--- src/hdl/fcbm_pkg.sv ---
`default_nettype none

package fcbm_pkg;

    localparam int FREEZE_WRITES = 3;   // writes after the button release that force ultimax
    localparam int OFFSET_BITS   = 14;  // bank offset width, 13 or 14
    localparam int WRITE_BITS    = 13;  // RAM write offset width
    localparam int MEM_ADDR_W    = 17;
    localparam int S_TDATA_W     = 32;
    localparam int M_TDATA_W     = 32;

    localparam logic [2:0] FREEZE_DONE = 3'(FREEZE_WRITES + 1);

    localparam logic [1:0] MEM_NONE = 2'd0;
    localparam logic [1:0] MEM_ROM  = 2'd1;
    localparam logic [1:0] MEM_RAM  = 2'd2;

    // IO1 control byte bits
    localparam int CTL_GAME  = 0;
    localparam int CTL_EXROM = 1;
    localparam int CTL_BANK0 = 2;
    localparam int CTL_KILL  = 3;
    localparam int CTL_BANK1 = 4;
    localparam int CTL_BANK2 = 5;

    typedef struct packed {
        logic        action;
        logic        io1_n;
        logic        roml_n;
        logic        romh_n;
        logic        freeze_button;
        logic [15:0] bus_addr;
        logic [7:0]  bus_data;
    } item_t;

    typedef struct packed {
        logic                  drive_bus;
        logic [1:0]            mem_kind;
        logic [MEM_ADDR_W-1:0] mem_addr;
        logic                  mem_write;
        logic [7:0]            mem_wdata;
        logic                  exrom_low;
        logic                  game_low;
        logic                  led_on;
        logic                  nmi_low;
    } result_t;

    typedef struct packed {
        logic [2:0] rom_bank;
        logic       ram_mapped;
        logic       cart_enabled;
        logic       exrom_level;
        logic       game_level;
        logic       led_level;
        logic       nmi_level;
        logic       button_held;
        logic [2:0] freeze_count;
    } mapper_state_t;

    localparam mapper_state_t STATE_RESET = '{
        rom_bank:     3'd0,
        ram_mapped:   1'b1,
        cart_enabled: 1'b1,
        exrom_level:  1'b0,
        game_level:   1'b1,
        led_level:    1'b1,
        nmi_level:    1'b0,
        button_held:  1'b0,
        freeze_count: 3'd0
    };

    function automatic logic [MEM_ADDR_W-1:0] bank_addr(
        input logic [2:0]             bank,
        input logic [OFFSET_BITS-1:0] offset
    );
        return MEM_ADDR_W'({bank, offset});
    endfunction

endpackage

`default_nettype wire

--- src/hdl/fcbm_step.sv ---
`default_nettype none

module fcbm_step (
    input  wire fcbm_pkg::item_t         item_i,
    input  wire fcbm_pkg::mapper_state_t state_i,
    output fcbm_pkg::mapper_state_t      state_o,
    output fcbm_pkg::result_t            result_o
);

    fcbm_pkg::mapper_state_t st;
    fcbm_pkg::result_t       res;
    logic                    any_sel;
    logic [7:0]              d;

    always_comb begin
        st      = state_i;
        res     = '0;
        d       = item_i.bus_data;
        any_sel = !item_i.io1_n || !item_i.roml_n || !item_i.romh_n;

        if (!item_i.action) begin
            if (any_sel && st.cart_enabled) begin
                res.drive_bus = 1'b1;
                res.mem_kind  = (!item_i.roml_n && st.ram_mapped) ? fcbm_pkg::MEM_RAM
                                                                  : fcbm_pkg::MEM_ROM;
                res.mem_addr  = fcbm_pkg::bank_addr(st.rom_bank,
                                    item_i.bus_addr[fcbm_pkg::OFFSET_BITS-1:0]);
            end else if (item_i.freeze_button) begin
                st.button_held = 1'b1;
            end else if (st.button_held) begin
                // button released: pull NMI and start counting writes
                st.nmi_level    = 1'b1;
                st.button_held  = 1'b0;
                st.freeze_count = 3'd1;
            end
        end else begin
            // freeze counter goes first; the remap is seen by this same write
            if (st.freeze_count != 3'd0) begin
                st.freeze_count = st.freeze_count + 3'd1;
                if (st.freeze_count == fcbm_pkg::FREEZE_DONE) begin
                    st.rom_bank     = 3'd0;
                    st.ram_mapped   = 1'b1;
                    st.cart_enabled = 1'b1;
                    st.exrom_level  = 1'b0;
                    st.game_level   = 1'b1;
                    st.led_level    = 1'b1;
                    st.freeze_count = 3'd0;
                end
            end
            if (st.cart_enabled) begin
                if (!item_i.io1_n) begin
                    st.rom_bank    = {d[fcbm_pkg::CTL_BANK2], d[fcbm_pkg::CTL_BANK1],
                                      d[fcbm_pkg::CTL_BANK0]};
                    st.exrom_level = d[fcbm_pkg::CTL_EXROM];
                    st.game_level  = !d[fcbm_pkg::CTL_GAME];
                    st.led_level   = !d[fcbm_pkg::CTL_KILL];
                    if (d[fcbm_pkg::CTL_KILL]) begin
                        st.cart_enabled = 1'b0;
                    end else begin
                        st.ram_mapped = !d[fcbm_pkg::CTL_EXROM];
                    end
                    if (d[fcbm_pkg::CTL_GAME]) begin
                        st.nmi_level = 1'b0;
                    end
                end else if (!item_i.roml_n && st.ram_mapped) begin
                    res.mem_kind  = fcbm_pkg::MEM_RAM;
                    res.mem_addr  = fcbm_pkg::bank_addr(st.rom_bank,
                                        fcbm_pkg::OFFSET_BITS'(
                                            item_i.bus_addr[fcbm_pkg::WRITE_BITS-1:0]));
                    res.mem_write = 1'b1;
                    res.mem_wdata = d;
                end
            end
        end

        res.exrom_low = st.exrom_level;
        res.game_low  = st.game_level;
        res.led_on    = st.led_level;
        res.nmi_low   = st.nmi_level;
    end

    assign state_o  = st;
    assign result_o = res;

endmodule

`default_nettype wire

--- src/hdl/freezer_cartridge_bank_mapper_unit.sv ---
// channel | dir | tdata (low bit up)                          | tuser
// s_axis  | in  | io1_n, roml_n, romh_n, freeze_button,       | action
//         |     | bus_addr[15:0], bus_data[7:0], pad          |
// m_axis  | out | drive_bus, mem_addr[16:0], mem_write,       | mem_kind[1:0]
//         |     | mem_wdata[7:0], exrom_low, game_low,        |
//         |     | led_on, nmi_low, pad                        |
//
// One word per clock sustained while m_axis_tready stays high. A word is held in the input
// register, then the mapper logic updates the state register and loads the result register,
// which drives m_axis_tvalid.
// aresetn (synchronous) returns the mapper to ultimax with RAM bank 0 mapped.
// A stalled result register holds; the input register still takes a word,
// and s_axis_tready drops only when both registers are full.
`default_nettype none

module freezer_cartridge_bank_mapper_unit (
    input  wire        aclk,
    input  wire        aresetn,
    input  wire        s_axis_tvalid,
    output logic       s_axis_tready,
    // [0] io1_n [1] roml_n [2] romh_n [3] freeze_button [19:4] bus_addr
    // [27:20] bus_data [31:28] zero
    input  wire [fcbm_pkg::S_TDATA_W-1:0] s_axis_tdata,
    // [0] action
    input  wire        s_axis_tuser,
    output logic       m_axis_tvalid,
    input  wire        m_axis_tready,
    // [0] drive_bus [17:1] mem_addr [18] mem_write [26:19] mem_wdata
    // [27] exrom_low [28] game_low [29] led_on [30] nmi_low [31] zero
    output logic [fcbm_pkg::M_TDATA_W-1:0] m_axis_tdata,
    // [1:0] mem_kind
    output logic [1:0]  m_axis_tuser
);

    fcbm_pkg::item_t         in_item_reg;
    logic                    in_valid_reg;
    fcbm_pkg::mapper_state_t state_reg;
    fcbm_pkg::mapper_state_t state_next;
    fcbm_pkg::result_t       result_next;
    fcbm_pkg::result_t       out_reg;
    logic                    out_valid_reg;
    logic                    advance;

    assign advance       = in_valid_reg && (!out_valid_reg || m_axis_tready);
    assign s_axis_tready = !in_valid_reg || advance;

    always_ff @(posedge aclk) begin
        if (!aresetn) begin
            in_valid_reg <= 1'b0;
        end else if (s_axis_tready) begin
            in_valid_reg <= s_axis_tvalid;
        end
    end

    always_ff @(posedge aclk) begin
        if (s_axis_tready && s_axis_tvalid) begin
            in_item_reg.action        <= s_axis_tuser;
            in_item_reg.io1_n         <= s_axis_tdata[0];
            in_item_reg.roml_n        <= s_axis_tdata[1];
            in_item_reg.romh_n        <= s_axis_tdata[2];
            in_item_reg.freeze_button <= s_axis_tdata[3];
            in_item_reg.bus_addr      <= s_axis_tdata[19:4];
            in_item_reg.bus_data      <= s_axis_tdata[27:20];
        end
    end

    fcbm_step u_step (
        .item_i   (in_item_reg),
        .state_i  (state_reg),
        .state_o  (state_next),
        .result_o (result_next)
    );

    always_ff @(posedge aclk) begin
        if (!aresetn) begin
            state_reg     <= fcbm_pkg::STATE_RESET;
            out_valid_reg <= 1'b0;
        end else begin
            if (advance) begin
                state_reg     <= state_next;
                out_valid_reg <= 1'b1;
            end else if (m_axis_tready) begin
                out_valid_reg <= 1'b0;
            end
        end
    end

    always_ff @(posedge aclk) begin
        if (advance) begin
            out_reg <= result_next;
        end
    end

    assign m_axis_tvalid = out_valid_reg;
    assign m_axis_tuser  = out_reg.mem_kind;
    assign m_axis_tdata  = {1'b0, out_reg.nmi_low, out_reg.led_on, out_reg.game_low,
                            out_reg.exrom_low, out_reg.mem_wdata, out_reg.mem_write,
                            out_reg.mem_addr, out_reg.drive_bus};

endmodule

`default_nettype wire

--- config.mk ---
export PLATFORM = sky130hd
export DESIGN_NAME = freezer_cartridge_bank_mapper_unit
export DESIGN_NICKNAME = d
export VERILOG_FILES = /design/src/hdl/fcbm_pkg.sv /design/src/hdl/fcbm_step.sv /design/src/hdl/freezer_cartridge_bank_mapper_unit.sv
export SDC_FILE = /design/constraint.sdc
export NUM_CORES = 1
export LEC_CHECK = 0
export BUFFER_PORTS_ARGS = -buffer_cell sky130_fd_sc_hd__buf_2
export CAP_MARGIN = 20
export CORE_AREA = 2 2 89 91
export CTS_BUF_LIST = sky130_fd_sc_hd__clkbuf_8
export DETAILED_ROUTE_END_ITERATION = 8
export DIE_AREA = 0 0 91 93
export PLACE_DENSITY = 0.68
export SLEW_MARGIN = 20
export SYNTH_ARGS = -nofsm -noshare
export SYNTH_HDL_FRONTEND = slang
export SYNTH_SLANG_ARGS = --single-unit
--- constraint.sdc ---
create_clock -name aclk -period 2.3 [get_ports aclk]
set_clock_uncertainty 0.2 [all_clocks]
set_input_delay 0.46 -clock aclk [delete_from_list [all_inputs] [get_ports aclk]]
set_output_delay 0.46 -clock aclk [all_outputs]
set_load 0.02 [all_outputs]
==> results.json <==
{
  "crit_path_max_fanout": 7,
  "design_area_um2": 3651,
  "antennaDiodeCount": 0,
  "wirelength_um": 5259,
  "final_core_utilization": 0.4850,
  "hold_path.class": "input pin to register",
  "insertion_delay_to_the_later_sink_of_the_worst_skew_pair_ns": 0.35,
  "gpl.final_weighted_congestion": 0.8392,
  "max_reg_flops": 31,
  "avg_inst_size_synth_um2": 14.94,
  "largest_net_degree_at_the_start_of_global_routing": 24,
  "die_y_um": 93,
  "clkSinkCount": 75,
  "period_share": 0.8731,
  "post_synth_inst_count": 196,
  "yosysWarningCount": 0,
  "critical_path_class": "register to register",
  "post_cts.repair.setup_buffers": 0,
  "h_tree_depth": 3,
  "synth.yosys.seq_area_share": 0.7179,
  "rsz0062_at_grt": "false",
  "core_region_area_um2": 7527,
  "ratio_of_cells_with_drive_above_1_in_the_final_layout": 0.3728,
  "clk_pin_slew_ns": 0.08,
  "clk_path_buf_depth": 2,
  "tritoncts.num_buffers": 9,
  "die_area_um2": 8463,
  "crit_buf_inv": 0,
  "cp.required_ns": 2.31,
  "unique_cell_type_count_in_the_yosys_netlist": 45,
  "multi_input_comb_area_um2": 742.0,
  "synthToLayoutAreaGrowth_pct": 24.70,
  "critical-path-top-delay-family": "adder cells",
  "number_of_antenna_violations_at_the_first_check_in_global_routing": 0,
  "async_reset_ff_frac": 0,
  "worst_setup_path_start_kind": "register",
  "max_freq_ghz": 0.4980,
  "detailedRoute.firstIterationViolations": 66,
  "fin_crit_ns": 2.008,
  "via_per_inst": 4.630,
  "effective_utilization_at_floorplan": 0.3890,
  "timing.critical_path.mode_cell": "sky130_fd_sc_hd__ha_1",
  "drt_drc_violations_left": 0,
  "antenna_violating_nets_post_route": 0,
  "post_synthesis_sequential_element_count": 75,
  "setup_viol": 0,
  "grt_pass1_vias": 1741,
  "synth_area_um2": 2928,
  "number_of_flops_mapped_to_enable_cells_by_yosys": 60,
  "cts-hold-fix-buffers": 0,
  "max-vdd-ir-drop_v": 0.0003410,
  "area_after_detailed_placement_um2": 3411,
  "outcome": "finished, final reports clean",
  "postSynth.topFlopCell": "sky130_fd_sc_hd__edfxtp_1",
  "drv_slew": 0,
  "die_w_um": 91,
  "detailed_place_hpwl_um": 3787,
  "numPlacedInstances": 365,
  "p_leak_nw": 1.503,
  "root_buffer": "sky130_fd_sc_hd__clkbuf_8",
  "worst_ep_arrival_time_ns": 2.02,
  "design.final.nets": 315,
  "numPortBuffers": 65,
  "register_area_um2": 2102,
  "fillCellCount": 699,
  "vias": 1764,
  "hold_violations_final": 0,
  "timing.critical_path.slowest_stage_cell": "sky130_fd_sc_hd__o31ai_1",
  "grt_pass1_wl_um": 8418,
  "non_filler_cells_in_the_finished_layout": 381,
  "globalRoute.totalOverflow": 0,
  "post_cts_resized": 0,
  "timing.critical_path.slowest_cell_delay_ns": 0.42,
  "global_route_usage_over_all_layers": 0.1330,
  "cap_viol_max_count": 0,
  "routed_wire_length_per_instance_um": 13.80,
  "cellPowerDensity_nw_per_um2": 816.9,
  "cts_tree": "done",
  "first_pass_iters": 4,
  "ioPinCount": 73,
  "worst_setup_path_end_kind": "register",
  "rows": 32,
  "fin_tns_setup_ns": 0,
  "synth_nets": 237,
  "path_cells": "ha_1 -> ha_1 -> and2_4 -> o31ai_1 -> and2_1"
}
-- placed cells by master (no fill, tap or decap), types with 4 or more instances in the layout --
cell,n
sky130_fd_sc_hd__a21oi_1,9
sky130_fd_sc_hd__a22o_1,4
sky130_fd_sc_hd__and2_1,27
sky130_fd_sc_hd__buf_2,65
sky130_fd_sc_hd__buf_4,5
sky130_fd_sc_hd__clkbuf_8,9
sky130_fd_sc_hd__dfxtp_1,15
sky130_fd_sc_hd__edfxtp_1,60
sky130_fd_sc_hd__ha_1,4
sky130_fd_sc_hd__inv_1,14
sky130_fd_sc_hd__nand2_1,8
sky130_fd_sc_hd__nor2_1,4
sky130_fd_sc_hd__o21ai_0,5
-- synth_stat cells (4+ instances only) --
cell type                  instances  area, µm²
sky130_fd_sc_hd__edfxtp_1         60       1802
sky130_fd_sc_hd__o21ai_0           5      25.02
sky130_fd_sc_hd__dfxtp_1          15      300.3
sky130_fd_sc_hd__and2_1           27      168.9
sky130_fd_sc_hd__nor2_1            4      15.01
sky130_fd_sc_hd__a22o_1            4      35.03
sky130_fd_sc_hd__nand2_1           8      30.03
sky130_fd_sc_hd__ha_1              4      50.05
sky130_fd_sc_hd__inv_1            13      48.80
sky130_fd_sc_hd__a21oi_1           9      45.04
-- per-layer routing --
| metal | global-route usage | part of all wire | wire [µm] | up-vias |
|---|---|---|---|---|
| met5 | 0 | 0 | 0 | - |
| met4 | 0.08460 | 0.024 | 128 | 0 |
| met3 | 0.03465 | 0.052 | 271 | 11 |
| met2 | 0.2130 | 0.49 | 2582 | 46 |
| met1 | 0.1606 | 0.43 | 2277 | 837 |
| li1 | - | - | - | 870 |
-- cell families after synthesis --
family | Yosys count | share of synthesized area
DFF | 75 | 0.7180
buffers and inverters | 19 | 0.02863
adders and majority gates | 4 | 0.01709
AOI/OAI and AO/OA | 35 | 0.09829
muxes | 2 | 0.006838
and+or+nand+nor | 60 | 0.1299
other | 1 | 0.001281
-- path summary, 6_finish.rpt --
path               startpoint  depth (start not counted)  slack, ns          endpoint
min reg2reg     state_reg[11]                          1       0.28     state_reg[11]
max              state_reg[0]                          5       0.29  m_axis_tdata[15]
min          s_axis_tdata[22]                          1       0.08    in_item_reg[2]
max reg2reg      state_reg[0]                          5       0.29  m_axis_tdata[15]
-- report_power, final --
part / internal, mW / leakage [nW] / switching (mW)
clock: 0.720 / 0.125 / 0.475
combinational: 0.0860 / 0.675 / 0.142
sequential: 1.54 / 0.703 / 0.0213
total: 2.34 / 1.50 / 0.638
-- cell type report --
| cell class | instances | area share |
|---|---|---|
| clock inverter | 7 | 0.03187 |
| timing repair buffer | 71 | 0.1049 |
| inverter | 15 | 0.01542 |
| sequential | 75 | 0.5757 |
| multi-input combinational | 102 | 0.2032 |
| tap | 102 | 0.03496 |
| clock buffer | 9 | 0.03393 |
-- per-stage QoR --
stage | setup WS (ns) | power (mW) | hold WS [ns]
6_report | 0.2920 | 2.982 | 0.08172
4_1_cts | 0.2597 | 3.015 | 0.06677
3_3_place_gp | 0.3505 | 1.815 | 0.2541
2_1_floorplan | 0.2059 | 1.730 | 0.2407
3_5_place_dp | 0.2769 | 1.822 | 0.2619
5_1_grt | 0.07774 | 3.100 | 0.06260
(Power assumes the default switching activity.)
